==> src/hw/rtl/imuca_pkg.sv <==
// Shared types, constants and the arctangent table of the attitude estimator.
package imuca_pkg;

    localparam int CORDIC_STEPS_DEF = 16;
    localparam int ATAN_DEPTH       = 24;
    localparam int CNT_W            = 5;
    localparam int ROOT_STEPS       = 24;

    localparam logic [16:0] ONE_Q16    = 17'd65536;
    localparam logic [16:0] CAL_WEIGHT = 17'd52429;

    // Configuration register indexes.
    localparam logic [7:0] REG_GYRO_SMOOTH = 8'd0;
    localparam logic [7:0] REG_TILT_SMOOTH = 8'd1;
    localparam logic [7:0] REG_FUSION      = 8'd2;
    localparam logic [7:0] REG_STEP_SCALE  = 8'd3;

    typedef logic signed [31:0] q16_t;

    typedef enum logic [2:0] {
        LN_IDLE, LN_SQ0, LN_SQ1, LN_ROOT, LN_ROT, LN_DONE
    } lane_state_t;

    typedef enum logic [1:0] {
        ST_IDLE, ST_TILT, ST_FUSE, ST_PUSH
    } top_state_t;

    typedef struct packed {
        logic done;
        logic zero;
    } lane_stat_t;

    // atan(2^-i) in Q16.16 degrees, rounded to nearest.
    function automatic q16_t atan_entry(input logic [CNT_W-1:0] i);
        q16_t r;
        case (i)
            5'd0:    r = 32'sd2949120;
            5'd1:    r = 32'sd1740967;
            5'd2:    r = 32'sd919879;
            5'd3:    r = 32'sd466945;
            5'd4:    r = 32'sd234379;
            5'd5:    r = 32'sd117304;
            5'd6:    r = 32'sd58666;
            5'd7:    r = 32'sd29335;
            5'd8:    r = 32'sd14668;
            5'd9:    r = 32'sd7334;
            5'd10:   r = 32'sd3667;
            5'd11:   r = 32'sd1833;
            5'd12:   r = 32'sd917;
            5'd13:   r = 32'sd458;
            5'd14:   r = 32'sd229;
            5'd15:   r = 32'sd115;
            5'd16:   r = 32'sd57;
            5'd17:   r = 32'sd29;
            5'd18:   r = 32'sd14;
            5'd19:   r = 32'sd7;
            5'd20:   r = 32'sd4;
            5'd21:   r = 32'sd2;
            5'd22:   r = 32'sd1;
            default: r = 32'sd0;
        endcase
        return r;
    endfunction

    // A weight above one acts as one.
    function automatic logic [16:0] wclamp(input logic [16:0] w);
        return (w[16] && (w[15:0] != 16'd0)) ? ONE_Q16 : w;
    endfunction

endpackage

==> src/hw/rtl/imuca_tilt_lane.sv <==
// One tilt lane: sum of squares, bit-serial square root, then CORDIC vectoring.
module imuca_tilt_lane
    import imuca_pkg::*;
#(
    parameter int CORDIC_STEPS = CORDIC_STEPS_DEF
)
(
    input  logic               clk,
    input  logic               rst_n,
    input  logic               start,
    input  logic signed [16:0] num,
    input  logic signed [15:0] mag_a,
    input  logic signed [15:0] mag_b,
    output lane_stat_t         stat,
    output q16_t               angle
);

    localparam logic [CNT_W-1:0] ROT_LAST  = CNT_W'(CORDIC_STEPS - 1);
    localparam logic [CNT_W-1:0] ROOT_LAST = CNT_W'(ROOT_STEPS - 1);

    lane_state_t state_reg, state_next;

    logic signed [16:0] num_reg;
    logic signed [15:0] a_reg, b_reg;
    logic [31:0]        sum_reg;
    logic [47:0]        v_reg, r_reg, bit_reg;
    logic signed [27:0] x_reg, y_reg;
    q16_t               z_reg;
    logic [CNT_W-1:0]   cnt_reg;

    logic signed [31:0] sq_a, sq_b;
    logic [31:0]        sum_next;
    logic [47:0]        trial, v_step, r_step;
    logic signed [27:0] sh_x, sh_y;
    q16_t               atan_i;

    assign sq_a     = a_reg * a_reg;
    assign sq_b     = b_reg * b_reg;
    assign sum_next = sum_reg + 32'(sq_b);

    // One restoring square-root step.
    assign trial = r_reg + bit_reg;
    always_comb
    begin
        if (v_reg >= trial)
        begin
            v_step = v_reg - trial;
            r_step = (r_reg >> 1) + bit_reg;
        end
        else
        begin
            v_step = v_reg;
            r_step = r_reg >> 1;
        end
    end

    assign sh_x   = x_reg >>> cnt_reg;
    assign sh_y   = y_reg >>> cnt_reg;
    assign atan_i = atan_entry(cnt_reg);

    // Next state.
    always_comb
    begin
        state_next = state_reg;
        case (state_reg)
            LN_IDLE: if (start) state_next = LN_SQ0;
            LN_SQ0:  state_next = LN_SQ1;
            LN_SQ1:  state_next = LN_ROOT;
            LN_ROOT: if (cnt_reg == ROOT_LAST) state_next = LN_ROT;
            LN_ROT:  if (cnt_reg == ROT_LAST) state_next = LN_DONE;
            LN_DONE: state_next = LN_IDLE;
            default: state_next = LN_IDLE;
        endcase
    end

    // Outputs.
    always_comb
    begin
        stat.done = (state_reg == LN_DONE);
        stat.zero = (sum_reg == 32'd0);
        angle     = z_reg;
    end

    always_ff @(posedge clk or negedge rst_n)
    begin
        if (!rst_n)
        begin
            state_reg <= LN_IDLE;
        end
        else
        begin
            state_reg <= state_next;
        end
    end

    // Datapath.
    always_ff @(posedge clk)
    begin
        case (state_reg)
            LN_IDLE:
            begin
                if (start)
                begin
                    num_reg <= num;
                    a_reg   <= mag_a;
                    b_reg   <= mag_b;
                end
            end
            LN_SQ0:
            begin
                sum_reg <= 32'(sq_a);
            end
            LN_SQ1:
            begin
                sum_reg <= sum_next;
                v_reg   <= {sum_next, 16'd0};
                r_reg   <= 48'd0;
                bit_reg <= 48'd1 << 46;
                cnt_reg <= '0;
            end
            LN_ROOT:
            begin
                v_reg   <= v_step;
                r_reg   <= r_step;
                bit_reg <= bit_reg >> 2;
                if (cnt_reg == ROOT_LAST)
                begin
                    x_reg   <= 28'(signed'({1'b0, r_step[23:0]}));
                    y_reg   <= {{3{num_reg[16]}}, num_reg, 8'd0};
                    z_reg   <= '0;
                    cnt_reg <= '0;
                end
                else
                begin
                    cnt_reg <= cnt_reg + 1'b1;
                end
            end
            LN_ROT:
            begin
                if (!y_reg[27])
                begin
                    x_reg <= x_reg + sh_y;
                    y_reg <= y_reg - sh_x;
                    z_reg <= z_reg + atan_i;
                end
                else
                begin
                    x_reg <= x_reg - sh_y;
                    y_reg <= y_reg + sh_x;
                    z_reg <= z_reg - atan_i;
                end
                cnt_reg <= cnt_reg + 1'b1;
            end
            default:
            begin
            end
        endcase
    end

endmodule

==> config.mk <==
export PLATFORM = sky130hd
export DESIGN_NAME = imuca_tilt_lane
export DESIGN_NICKNAME = d
export VERILOG_FILES = /design/src/hw/rtl/imuca_pkg.sv /design/src/hw/rtl/imuca_tilt_lane.sv
export SDC_FILE = /design/constraint.sdc
export NUM_CORES = 2
export LEC_CHECK = 0
export BUFFER_PORTS_ARGS = -buffer_cell sky130_fd_sc_hd__buf_2
export CORE_UTILIZATION = 35
export DETAILED_ROUTE_END_ITERATION = 7
export SETUP_SLACK_MARGIN = 0.15
export SYNTH_ARGS = -nofsm -noshare
export SYNTH_HDL_FRONTEND = slang
export SYNTH_SLANG_ARGS = --single-unit
==> constraint.sdc <==
create_clock -name clk -period 12.2 [get_ports clk]
set_input_delay 1.83 -clock clk [delete_from_list [all_inputs] [get_ports clk]]
set_output_delay 1.83 -clock clk [all_outputs]
set_load 0.01 [all_outputs]
==> qor.yml <==
outcome: "finished clean"
routed_via_density: 5.22
critical_path_class: "reg -> reg"
placed_area_um2: 47900
yosys.area.top_type_share_pct: 22.0
worstPathRequired_ps: 12550
synth_edf_count: 294
fp.coreArea_um2: 129000
dieArea_um2: 132000
post-cts-setup-buffers: 0
chipHeight_um: 363
max_freq_mhz: 135
cts_tree: "done"
drv_slew: 0
cts_buffers: 42
fill_cells: 13096
root_buffer: "clkbuf_16"
cts_num_sinks: 319
layout-drive-gt1-share_pct: 6.76
ctsResizeCount: 0
synth_top_flop_cell: "edfxtp_1"
worst_slew_pin_slew_ps: 1080
drc: 0
cts_hold_buf: 0
yosysTopAreaCell: "fa_1"
drt_iter0_markers: 2393
grt-ovfl-total: 0
avgSynthCellArea_um2: 9.24
crit_arrival_ps: 7780
antenna_cells_inserted: 0
synth-seq-area-share_pct: 20.4
synthArstFlopShare_pct: 0.940
ys_seq_elements: 319
grt_usage_pct: 17.9
netlist_instances: 4947
rows: 132
hpwlAfterDp_um: 92200
grt_antenna_before_repair: 2
synth_cell_types: 96
grt_setup_unrepaired: "no"
fin_crit_ps: 7430
place_congestion: 0.910
synth_fp_nets: 5894
drv_cap: 0
skew_ps: 39.2
io_pins: 86
ctsLongestPathBuffers: 3
tns_ps: 0
clock_latency_ps: 630
path_clk_slew_ps: 70
yosys-top-cells-area: "fa_1 (22%), edfxtp_1 (19%), ha_1 (11%), inv_1 (6.1%), xnor2_1 (4.0%)"
start_util_pct: 35.3
grt_max_degree: 69
syn_to_final_growth_pct: 8.16
ant_nets: 0
vias: 35060
grt_pass1_wl_um: 191000
routed_wirelength_um: 116000
grt_pass1_vias: 36004
hold_class: "reg -> reg"
synth_warnings: 0
port_buffers: 85
crit_path_end_kind: "register"
setup_viol: 0
path_max_fanout: 18
wire_per_inst_um: 17.3
synth_area_um2: 45700
timing.slew.headroom_pct: 27.7
nNetsFinal: 5882
h-tree-depth: 2
stdcell_area_um2: 49400
period_share_pct: 60.9
hold_viol: 0
startpoint_type: "register"
die_w_um: 363
drt_first_pass_iters: 5
## cell usage after synthesis (all sizes together), types with 14 or more instances
| library cell | n |
|---|---|
| a211oi | 31 |
| nor4 | 19 |
| and2 | 118 |
| mux2 | 23 |
| nand2 | 438 |
| xor2 | 141 |
| mux2i | 58 |
| nand2b | 33 |
| fa | 502 |
| nor2b | 49 |
| ha | 393 |
| o31ai | 18 |
| a31o | 29 |
| nand4 | 40 |
| a21o | 99 |
| o22ai | 14 |
| or3 | 15 |
| a21oi | 280 |
| o21bai | 38 |
| and3 | 57 |
| xnor2 | 210 |
| nand3 | 51 |
| dfxtp | 22 |
| edfxtp | 294 |
| buf | 42 |
| o21a | 36 |
| clkbuf | 136 |
| mux4 | 59 |
| a31oi | 75 |
| nor2 | 363 |
| nor3 | 65 |
| inv | 749 |
| o221ai | 14 |
| o21ai | 244 |
## kinds of logic after synthesis
logic type,count (synthesis),share of synthesized area [%]
AND/OR/NAND/NOR,1301,13.3
AO/OA/AOI/OAI,1013,14.1
buffers and inverters,928,7.80
multiplexers,140,4.86
flip-flops,319,20.4
adder cells (fa/ha/maj),895,32.7
XOR/XNOR,351,6.73
## area by class of cell
class	instances	area, um2	area share [%]
timing repair buffer	122	703	1.42
inverter	750	2820	5.70
multi-input combinational	3700	32900	66.5
clock inverter	27	382	0.772
tap	1742	2180	4.41
clock buffer	51	1150	2.32
sequential	319	9340	18.9
## path summary, 6_finish.rpt
path | startpoint | to | slack, ps | cells past startpoint
worst max register to register | a_reg[15] | sum_reg[29] | 4770 | 21
worst min register to register | num_reg[9] | y_reg[17] | 520 | 2
worst min-delay path | num_reg[9] | y_reg[17] | 520 | 2
worst max-delay path | a_reg[15] | sum_reg[29] | 4770 | 21
min in group asynchronous | rst_n | state_reg[1] | 990 | 1
max in group asynchronous | rst_n | state_reg[2] | 11100 | 1
## worst max-delay path, stage by stage, from the launching register on
cell	delay (ps)
edfxtp_1	710
inv_1	420
nor2_1	310
fa_1	590
fa_1	940
fa_1	540
fa_1	500
fa_1	490
inv_1	50
fa_1	470
inv_1	40
ha_1	330
a21o_1	180
a21o_1	180
a21oi_1	180
o221ai_1	130
a21o_1	190
a31o_2	230
a21oi_1	200
o21bai_1	100
xor2_1	140
mux2_2	260
## per-layer routing
| layer | global-route usage, % | routed length (um) | vias up |
|---|---|---|---|
| met1 | 24.8 | 54200 | 17370 |
| met2 | 29.6 | 54300 | 719 |
| met5 | 0 | 25 | - |
| met3 | 2.00 | 5100 | 154 |
| met4 | 4.38 | 2600 | 4 |
| li1 | - | - | 16813 |
## stage by stage
| step | instances | setup slack (ps) | utilization (%) | hold WS [ps] |
|---|---|---|---|---|
| floorplan | 4947 | 3740 | - | 484 |
| global placement | 6633 | 4850 | 37.0 | 503 |
| detailed placement | 6633 | 4710 | 37.0 | 516 |
| CTS | 6711 | 4720 | 38.2 | 526 |
| global route | 6711 | 4300 | 38.2 | 541 |
| finish | 6711 | 4770 | 38.2 | 521 |
## layout by cell type, fill, tap and decap left out, drive strengths merged, types with 141 or more instances in the layout
cell type  count
inv          754
fa           502
nand2        438
ha           393
nor2         363
edfxtp       294
a21oi        280
o21ai        244
xnor2        210
xor2         141
Power is not shown: default switching activity piles up to over one toggle a cycle in this logic, so the estimate is an artifact.
